### src/sv/gbrf_pkg.sv
// Shared types and constants for the GPIO bank register file.
// Holds opcode and register codes and the decoded command struct.
// No dependencies.
`default_nettype none

package gbrf_pkg;

   // Group index: bank (3 bits) and group within bank (2 bits).
   localparam int IDX_W = 5;
   localparam int BANK_W = 3;

   typedef enum logic [1:0] {
      OP_READ  = 2'd0,
      OP_WRITE = 2'd1,
      OP_PIN   = 2'd2,
      OP_NONE  = 2'd3
   } opcode_type;

   typedef enum logic [2:0] {
      REG_CFG        = 3'd0,
      REG_OUT_EN     = 3'd1,
      REG_OUT        = 3'd2,
      REG_INPUT      = 3'd3,
      REG_IRQ_STATUS = 3'd4,
      REG_IRQ_ENABLE = 3'd5,
      REG_IRQ_LEVEL  = 3'd6,
      REG_CLEAR      = 3'd7
   } regno_type;

   // Decoded command: one read or one masked byte write against the file.
   typedef struct packed {
      logic             rd_en;
      logic             wr_en;
      logic             bad;
      regno_type        regno;
      logic [IDX_W-1:0] idx;
      logic [7:0]       value;
      logic [7:0]       mask;
   } cmd_type;

endpackage

`default_nettype wire

### src/sv/gbrf_decode.sv
// Offset and pin decode for the GPIO bank register file.
// Turns one held request into a gbrf_pkg::cmd_type; depends on gbrf_pkg.
`default_nettype none

module gbrf_decode #(
   parameter int NUM_BANKS = 7
) (
   input  wire logic [1:0]       opcode,
   input  wire logic [11:0]      bus_offset,
   input  wire logic [15:0]      write_data,
   input  wire logic [7:0]       pin_number,
   input  wire logic             pin_level,
   output gbrf_pkg::cmd_type     cmd
);
   import gbrf_pkg::*;

   localparam logic [BANK_W-1:0] BANK_LIMIT = BANK_W'(NUM_BANKS);

   logic [BANK_W-1:0] bus_bank;
   logic [BANK_W-1:0] pin_bank;
   regno_type         bus_regno;
   logic              bus_bank_bad;
   logic              pin_bank_bad;
   logic              wr_ok;

   assign bus_bank     = bus_offset[9:7];
   assign pin_bank     = pin_number[7:5];
   assign bus_regno    = regno_type'(bus_offset[6:4]);
   assign bus_bank_bad = (bus_bank >= BANK_LIMIT);
   assign pin_bank_bad = (pin_bank >= BANK_LIMIT);

   always_comb begin
      wr_ok = bus_regno inside {REG_CFG, REG_OUT_EN, REG_OUT, REG_IRQ_STATUS, REG_IRQ_ENABLE};
      cmd       = '0;
      cmd.regno = bus_regno;
      cmd.idx   = {bus_bank, bus_offset[3:2]};
      case (opcode_type'(opcode))
         OP_READ: begin
            cmd.bad   = bus_bank_bad;
            cmd.rd_en = !bus_bank_bad;
         end
         OP_WRITE: begin
            cmd.bad   = bus_bank_bad;
            cmd.wr_en = !bus_bank_bad && wr_ok;
            cmd.value = write_data[7:0];
            // masked write keeps the pins whose mask bit is clear
            cmd.mask  = bus_offset[11] ? write_data[15:8] : 8'hff;
         end
         OP_PIN: begin
            cmd.bad   = pin_bank_bad;
            cmd.wr_en = !pin_bank_bad;
            cmd.regno = REG_INPUT;
            cmd.idx   = pin_number[7:3];
            cmd.value = {8{pin_level}};
            cmd.mask  = 8'h01 << pin_number[2:0];
         end
         default: begin
            cmd = '0;
         end
      endcase
   end

endmodule

`default_nettype wire

### src/sv/gbrf_regfile.sv
// Byte storage for the GPIO bank register file: six arrays of group bytes.
// One read or one masked write per cycle; depends on gbrf_pkg.
`default_nettype none

module gbrf_regfile #(
   parameter int NUM_BANKS = 7
) (
   input  wire logic              clock,
   input  wire logic              reset,
   input  wire logic              cmd_en,
   input  wire gbrf_pkg::cmd_type cmd,
   output logic [7:0]             rd_data
);
   import gbrf_pkg::*;

   localparam int DEPTH = NUM_BANKS * 4;
   localparam int AW    = $clog2(DEPTH);

   logic [7:0] cfg_ff        [DEPTH];
   logic [7:0] out_en_ff     [DEPTH];
   logic [7:0] out_ff        [DEPTH];
   logic [7:0] input_ff      [DEPTH];
   logic [7:0] irq_status_ff [DEPTH];
   logic [7:0] irq_enable_ff [DEPTH];

   logic [AW-1:0] addr;
   logic [7:0]    cur_byte;
   logic [7:0]    merged_in;

   assign addr = cmd.idx[AW-1:0];

   // Current byte of the addressed register; level, clear and idle read 0.
   always_comb begin
      cur_byte = 8'h00;
      if (cmd.rd_en || cmd.wr_en) begin
         case (cmd.regno)
            REG_CFG:        cur_byte = cfg_ff[addr];
            REG_OUT_EN:     cur_byte = out_en_ff[addr];
            REG_OUT:        cur_byte = out_ff[addr];
            REG_INPUT:      cur_byte = input_ff[addr];
            REG_IRQ_STATUS: cur_byte = irq_status_ff[addr];
            REG_IRQ_ENABLE: cur_byte = irq_enable_ff[addr];
            default:        cur_byte = 8'h00;
         endcase
      end
   end

   assign rd_data   = cmd.rd_en ? cur_byte : 8'h00;
   assign merged_in = (cmd.value & cmd.mask) | (cur_byte & ~cmd.mask);

   always_ff @(posedge clock) begin
      if (reset) begin
         for (int i = 0; i < DEPTH; i++) begin
            cfg_ff[i]        <= 8'h00;
            out_en_ff[i]     <= 8'h00;
            out_ff[i]        <= 8'h00;
            input_ff[i]      <= 8'h00;
            irq_status_ff[i] <= 8'h00;
            irq_enable_ff[i] <= 8'h00;
         end
      end else if (cmd_en && cmd.wr_en) begin
         case (cmd.regno)
            REG_CFG:        cfg_ff[addr]        <= merged_in;
            REG_OUT_EN:     out_en_ff[addr]     <= merged_in;
            REG_OUT:        out_ff[addr]        <= merged_in;
            REG_INPUT:      input_ff[addr]      <= merged_in;
            REG_IRQ_STATUS: irq_status_ff[addr] <= merged_in;
            REG_IRQ_ENABLE: irq_enable_ff[addr] <= merged_in;
            default: begin
            end
         endcase
      end
   end

endmodule

`default_nettype wire

### src/sv/gpio_bank_register_file_core.sv
// GPIO bank register file core: request register, decode, byte file, response register.
// A request loads the request register on transfer, then the response register, which drives rsp_valid.
// Throughput: one request per cycle while rsp_stall does not hold a full response register;
// the byte file does one read or one masked write per cycle.
// Reset (synchronous, active high) clears every register byte and both valid flags.
// Depends on gbrf_pkg, gbrf_decode and gbrf_regfile.
`default_nettype none

module gpio_bank_register_file_core #(
   parameter int NUM_BANKS = 7
) (
   input  wire logic        clock,
   input  wire logic        reset,
   // request channel
   input  wire logic        req_valid,
   output logic             req_stall,
   input  wire logic [1:0]  req_opcode,
   input  wire logic [11:0] req_bus_offset,
   input  wire logic [15:0] req_write_data,
   input  wire logic [7:0]  req_pin_number,
   input  wire logic        req_pin_level,
   // response channel
   output logic             rsp_valid,
   input  wire logic        rsp_stall,
   output logic [7:0]       rsp_read_data,
   output logic             rsp_bad_offset
);
   import gbrf_pkg::*;

   // Request register (stage 1)
   logic        s1_valid_ff, s1_valid_in;
   logic [1:0]  s1_opcode_ff;
   logic [11:0] s1_offset_ff;
   logic [15:0] s1_data_ff;
   logic [7:0]  s1_pin_ff;
   logic        s1_level_ff;

   // Response register (stage 2)
   logic        rsp_valid_ff, rsp_valid_in;
   logic [7:0]  rsp_read_data_ff;
   logic        rsp_bad_offset_ff;

   logic        accept;
   logic        advance;
   cmd_type     cmd;
   logic [7:0]  rd_byte;

   // Advance the held request whenever the response register is empty or
   // being drained this cycle; the file update happens on that same edge.
   assign advance   = s1_valid_ff && (!rsp_valid_ff || !rsp_stall);
   assign req_stall = s1_valid_ff && !advance;
   assign accept    = req_valid && !req_stall;

   assign s1_valid_in  = accept || (s1_valid_ff && !advance);
   assign rsp_valid_in = advance || (rsp_valid_ff && rsp_stall);

   gbrf_decode #(
      .NUM_BANKS (NUM_BANKS)
   ) u_decode (
      .opcode     (s1_opcode_ff),
      .bus_offset (s1_offset_ff),
      .write_data (s1_data_ff),
      .pin_number (s1_pin_ff),
      .pin_level  (s1_level_ff),
      .cmd        (cmd)
   );

   // Commit writes only when the request moves into the response register,
   // so a stalled request never updates the file twice.
   gbrf_regfile #(
      .NUM_BANKS (NUM_BANKS)
   ) u_regfile (
      .clock   (clock),
      .reset   (reset),
      .cmd_en  (advance),
      .cmd     (cmd),
      .rd_data (rd_byte)
   );

   // Control state
   always_ff @(posedge clock) begin
      if (reset) begin
         s1_valid_ff  <= 1'b0;
         rsp_valid_ff <= 1'b0;
      end else begin
         s1_valid_ff  <= s1_valid_in;
         rsp_valid_ff <= rsp_valid_in;
      end
   end

   // Payload: capture on request transfer, hold the response while stalled
   always_ff @(posedge clock) begin
      if (accept) begin
         s1_opcode_ff <= req_opcode;
         s1_offset_ff <= req_bus_offset;
         s1_data_ff   <= req_write_data;
         s1_pin_ff    <= req_pin_number;
         s1_level_ff  <= req_pin_level;
      end
      if (advance) begin
         rsp_read_data_ff  <= rd_byte;
         rsp_bad_offset_ff <= cmd.bad;
      end
   end

   assign rsp_valid      = rsp_valid_ff;
   assign rsp_read_data  = rsp_read_data_ff;
   assign rsp_bad_offset = rsp_bad_offset_ff;

   // A flagged offset never returns data.
   a_bad_reads_zero: assert property (@(posedge clock) disable iff (reset)
      rsp_valid_ff && rsp_bad_offset_ff |-> rsp_read_data_ff == 8'h00)
      else $error("bad offset response carries data");

   // An empty response register never holds back the request side.
   a_no_stall_when_empty: assert property (@(posedge clock) disable iff (reset)
      !rsp_valid_ff |-> !req_stall)
      else $error("request stalled with empty response register");

   // A decoded command is at most one of read, write, bad.
   a_cmd_exclusive: assert property (@(posedge clock) disable iff (reset)
      s1_valid_ff |-> $onehot0({cmd.rd_en, cmd.wr_en, cmd.bad}))
      else $error("decoded command enables more than one action");

   // A request that moves on always lands in the response register.
   a_advance_fills_rsp: assert property (@(posedge clock) disable iff (reset)
      advance |=> rsp_valid_ff)
      else $error("advanced request lost");

endmodule

`default_nettype wire
### config.mk
export PLATFORM = sky130hd
export DESIGN_NAME = gpio_bank_register_file_core
export DESIGN_NICKNAME = d
export VERILOG_FILES = /design/src/sv/gbrf_pkg.sv /design/src/sv/gbrf_decode.sv /design/src/sv/gbrf_regfile.sv /design/src/sv/gpio_bank_register_file_core.sv
export SDC_FILE = /design/constraint.sdc
export NUM_CORES = 2
export LEC_CHECK = 0
export ABC_AREA = 1
export CELL_PAD_IN_SITES_DETAIL_PLACEMENT = 1
export CELL_PAD_IN_SITES_GLOBAL_PLACEMENT = 1
export CORE_MARGIN = 2
export CORE_UTILIZATION = 53
export CTS_CLUSTER_DIAMETER = 50
export DETAILED_ROUTE_END_ITERATION = 10
export DONT_BUFFER_PORTS = 1
export HOLD_SLACK_MARGIN = 0.12
export PLACE_DENSITY_LB_ADDON = 0.2
export SLEW_MARGIN = 20
export SYNTH_ARGS = -nofsm -noshare
export SYNTH_HDL_FRONTEND = slang
export SYNTH_SLANG_ARGS = --single-unit
### constraint.sdc
create_clock -name clock -period 6.15 [get_ports clock]
set_input_delay 0.3075 -clock clock [delete_from_list [all_inputs] [get_ports clock]]
set_output_delay 0.3075 -clock clock [all_outputs]
set_load 0.005 [all_outputs]
# == Yosys cells after proc, flatten, opt, wreduce, memory -nomap -nowiden ==
# Memories as Yosys holds them, arrays and structs flattened.
# Index checks and enable logic that the tools add are counted.
# word_totals
input_bits,43
n_memories,6
wordCells,112
mem_bits_rw,1344
output_inout_bits,11
ff_bits,50
# memory_table
name,words,width,rd,rd_ports_with_merged_regs,write_ports,line_no,text
u_regfile.cfg_ff,28,8,1,0,28,gbrf_regfile.sv:19,logic [7:0] cfg_ff [DEPTH];
u_regfile.input_ff,28,8,1,0,28,gbrf_regfile.sv:22,logic [7:0] input_ff [DEPTH];
u_regfile.irq_enable_ff,28,8,1,0,28,gbrf_regfile.sv:24,logic [7:0] irq_enable_ff [DEPTH];
u_regfile.irq_status_ff,28,8,1,0,28,gbrf_regfile.sv:23,logic [7:0] irq_status_ff [DEPTH];
u_regfile.out_en_ff,28,8,1,0,28,gbrf_regfile.sv:20,logic [7:0] out_en_ff [DEPTH];
u_regfile.out_ff,28,8,1,0,28,gbrf_regfile.sv:21,logic [7:0] out_ff [DEPTH];
# classes
n_reduce_logical,27
bitwise,4
n_eq_ne,11
n_shift,1
mux,52
order_cmp,2
# op_table
op,n
two-way mux 8 bit,8
case mux 8 bit (6 select lines),1
OR reduction 8 bit,6
two-way mux 1 bit,33
case mux 16 bit (2 select lines),1
two-way mux 5 bit,6
bitwise AND 8 bit,2
case mux 8 bit (2 select lines),1
"equality test 3 bit, second input constant",4
"equality test 3 x 2 -> 1 bit, second input constant",3
inverter 8 bit,1
bitwise OR 8 bit,1
"<< shifter 1 x 3 -> 8 bit, first input constant",1
"equality test 3 x 1 -> 1 bit, second input constant",2
">= comparator 3 bit, second input constant",2
logical AND 1 bit,6
zero test 1 bit,6
zero test 3 bit,2
nonzero test 5 bit,1
logical OR 1 bit,4
case mux 1 bit (2 select lines),2
"equality test 2 x 1 -> 1 bit, second input constant",1
"equality test 2 bit, second input constant",1
zero test 2 bit,1
OR reduction 2 bit,1

# == Longest topological paths before layout ==
# depth
depth_word,10
ltp_mapped,26
depth_no_buf,21

# == Modules after synthesis ==
# Synthesis repeated with hierarchy kept, for this count alone.
# hier_totals
hier_cells,7951
hier_area_um2,74311.3
# by_module_without_submodules
mod,n_inst,area_per_inst_um2,seq_area_each_um2,cells_each
gbrf_regfile,1,72285.6,46124.2,7792
gpio_bank_register_file_core,1,1532.7,1481.4,60
gbrf_decode,1,493.0,0.0,99

# == Worst setup path before layout ==
# No wires, ideal clock.
# synth_timing
kind,reg-to-reg
startpoint,register s1_opcode_ff[1]
endpoint,memory u_regfile.cfg_ff[28][5] (data pin)
arrival_time_ps,2968
t_required_ps,5791
path_stages_with_launch,26
period_less_slack_ps,3327
setup_time_ps,359
slack_ps,2823
cell_sequence,edfxtp_1 inv_1 ha_1 buf_2 inv_2 nand2_2 nand2_1 nand2_1 nand2_2 inv_2 nand2_1 buf_2 clkbuf_1 or2_2 nand3_1 nand2_1 nand2_1 nor2_1 nand3_1 nand2_1 inv_2 nand2_1 nand3_2 buf_2 buf_6 nand2_1
# synth_lines
item,line_no,text
start: declaration,gpio_bank_register_file_core.sv:32,logic [1:0] s1_opcode_ff;
start signal: assignment,gpio_bank_register_file_core.sv:94,s1_opcode_ff <= req_opcode;
end: declaration,gbrf_regfile.sv:19,

==> results.toml <==
[status]
status = "finished clean"

[cts]
cts_tree = "yes"
clk_pin_slew_ps = 80
post_cts_buffers = 0
root_buffer = "clkbuf_16"
h-tree-depth = 4
ctsResizeCount = 0
cts_sinks = 1583
cts_buffers = 179
cts_buffer_depth = 3
ctsHoldBuffers = 73
clock_latency_ps = 840

[floorplanning]
rows = 138
ios = 54
die_width_microns = 383
core-area_sq_mm = 0.142
start_util_pct = 53.5
dieArea_sq_mm = 0.146
die-height_microns = 383

[synthesis]
ys_seq_area_share_pct = 62.5
synth_common_cells = "2387 x nand2_1, 1581 x edfxtp_1, 1402 x a21oi_1"
postSynth.asyncResetShare_pct = 0
syn-num-nets = 8128
synth-main-ff-cell = "edfxtp_1"
yosysUniqueCellTypes = 35
synth_cells = 8081
synth_area_per_cell_sq_um = 9.40
ys_warn_count = 0
synth_seq_cells = 1583
synth.most_common_cell = "nand2_1"
synth_area_leaders = "edfxtp_1 62%, nand2_1 12%, a21oi_1 9.2%, nor2_1 3.8%, o21ai_0 2.8%"
synth_top_cell_by_area = "edfxtp_1"
synth-edff-count = 1581
synth_top_area_share_pct = 62.5
synth_area_sq_mm = 0.0760

[power]
intPower_mw = 19.1
p_sw_share_pct = 27.9
seqPwrFrac_pct = 46.3
worst_ir_drop_vdd_uv = 292
leakage_nw = 33.2
power.share.clock_pct = 40.9
switching_power_mw = 7.40
p_comb_share_pct = 12.8
power.density_mw_per_mm2 = 315

[sta]
clock.fmax_mhz = 164
worst_slew_pin_slew_ps = 1200
rsz0062_at_grt = "no"
finalMaxSlewViolations = 0
hold_viol = 0
hold-worst-slack_ps = 142
maxSlewHeadroom_pct = 20.3
tns_ps = 0
clock_skew_ps = 52.7
setup_viol = 0
period_minus_slack_ps = 6080
fin_crit_sh_pct = 98.9

[critical_path]
r2r-start = "s1_opcode_ff[0]"
cp_common_cell = "nand2_1"
cp-startpoint = "s1_opcode_ff[0]"
crit_slowest_cell = "a21oi_1"
crit_type = "register to register"
crit_buf_inv = 5
cp.arrival_ps = 6620
crit_end = "u_regfile.out_ff[27][5]"
crit_path_cell_trace = "inv_1 -> ha_1 -> inv_1 -> o21ai_1 -> nand2_1 -> nand2_1 -> nor2_2 -> inv_1 -> buf_4 -> a21oi_1 -> nor2_1 -> nand3_1 -> nand2_1 -> nor2_1 -> nand2_1 -> nand3_4 -> buf_4 -> a21oi_1"
cp_max_fo = 26
end_kind = "register"
cp.required_ps = 6680
rr_endpoint = "u_regfile.out_ff[27][5]"
rr_worst_depth = 18
setup.worst_path.start_class = "register"
slowest_delay_ps = 530
cp.depth = 18
regToRegSetupSlack_ps = 70
path_delay_family = "simple AND/OR/NAND/NOR gates"

[cells_and_area]
syn2layout_area_growth_pct = 10.8
final_nets = 7975
stdcell_area_sq_mm = 0.0842
final_layout_size_suffix_gt1_share_pct = 6.80

[detailed_routing]
first_pass_iters = 6
viasPerCell = 6.39
first_iter_violations = 7246
ant_nets = 0
num_vias = 63700
wl_microns = 289000
wl_per_cell_microns = 29.0
drc = 0

[global_route]
grt_pass1_wl_microns = 423000
grt_max_degree = 138
grt_overflow_total = 0
grt_pass1_vias = 66000
antenna_found_initial = 11
grt_usage_pct = 39.1

[run]
drv_cap = 0

[place]
routabilityCongestion = 0.936
place_area_sq_mm = 0.0776
dp_hpwl_microns = 172000
port_buffers = 0

[hold_path]
min_path_type = "primary input to register"
## through the flow
stage | cells | power [mW] | util [%] | setup slack (ps)
2_1_floorplan | 8081 | 14.4 | - | 2820
3_3_place_gp | 9564 | 15.5 | 54.7 | 862
3_5_place_dp | 9564 | 15.7 | 54.7 | 696
4_1_cts | 9968 | 26.3 | 59.3 | 645
5_1_grt | 9970 | 27.1 | 59.3 | 104
6_report | 9971 | 26.5 | 59.3 | 67.8
## layer usage
metal | track usage [%] | wire length [microns]
met1 | 46.5 | 101000
met2 | 62.7 | 135000
met3 | 8.47 | 28600
met4 | 28.6 | 24300
met5 | 0 | 82
## flip-flops by register name, indices dropped and copies added (netlist names), 2 cells and up
| signal | cells |
|---|---|
| s1_opcode_ff | 2 |
| u_regfile.irq_status_ff | 256 |
| s1_offset_ff | 9 |
| u_regfile.out_en_ff | 256 |
| u_regfile.irq_enable_ff | 256 |
| u_regfile.cfg_ff | 256 |
| s1_pin_ff | 8 |
| u_regfile.input_ff | 256 |
| s1_data_ff | 16 |
| u_regfile.out_ff | 256 |
| rsp_read_data | 8 |
## worst reg2reg max path, cell delays in order, from the launching register on
cell	delay, ps
edfxtp_1	450
inv_1	130
ha_1	410
inv_1	220
o21ai_1	490
nand2_1	270
nand2_1	250
nor2_2	260
inv_1	170
buf_4	370
a21oi_1	100
nor2_1	390
nand3_1	170
nand2_1	240
nor2_1	160
nand2_1	370
nand3_4	440
buf_4	380
a21oi_1	530
## worst min-delay path by stage
stage                                  from              end  slack [ps]  depth (start not counted)
final                     req_write_data[1]    s1_data_ff[1]         140                          1
after detailed placement              reset        rsp_valid         380                          1
after global placement                reset        rsp_valid         380                          1
after floorplan                       reset        rsp_valid         380                          1
after global routing      req_write_data[1]    s1_data_ff[1]         130                          1
after CTS                         req_valid  s1_opcode_ff[0]         120                          2
## cells in the final DEF (no fill, tap or decap), types with 9 or more instances in the layout
| master | count |
|---|---|
| inv_1 | 478 |
| nand3_4 | 10 |
| bufinv_16 | 17 |
| inv_6 | 9 |
| nand3b_1 | 36 |
| o21ai_1 | 105 |
| edfxtp_1 | 1581 |
| nor2_1 | 763 |
| dlygate4sd3_1 | 73 |
| clkinvlp_4 | 14 |
| inv_2 | 15 |
| clkbuf_16 | 183 |
| buf_4 | 145 |
| a21oi_1 | 1401 |
| clkbuf_1 | 32 |
| o21bai_1 | 19 |
| or2_2 | 30 |
| o21ai_0 | 431 |
| nand3_1 | 152 |
| clkinv_1 | 55 |
| nand2_1 | 2380 |
| clkinv_2 | 23 |
| buf_12 | 62 |
## power by group through the flow
stage	combinational (mW)	clock, mW	sequential (mW)
final	3.38	10.9	12.3
after global routing	3.54	11.2	12.3
after CTS	3.25	10.8	12.3
after detailed placement	3.16	0	12.5
after global placement	3.07	0	12.5
after floorplan	1.89	0	12.5
## layout make-up
type                    count  area, sq um
inverters                 508         1920
multi-input cells        5376        23500
diodes                      3         7.51
well taps                1890         2360
repair buffers            280         3060
flip-flops and latches   1583        47500
clock buffers             215         4700
clock inverters           116         1100
fillers                 15600        57800
## logic make-up after synthesis
| group | count (synthesis) | synth area share [%] |
|---|---|---|
| compound gates | 1971 | 13.1 |
| fa+ha+maj | 4 | 0.0659 |
| simple gates | 3401 | 17.5 |
| buf+inv | 1122 | 6.84 |
| flops | 1583 | 62.5 |
No activity file was read; power rests on OpenSTA's default activity.
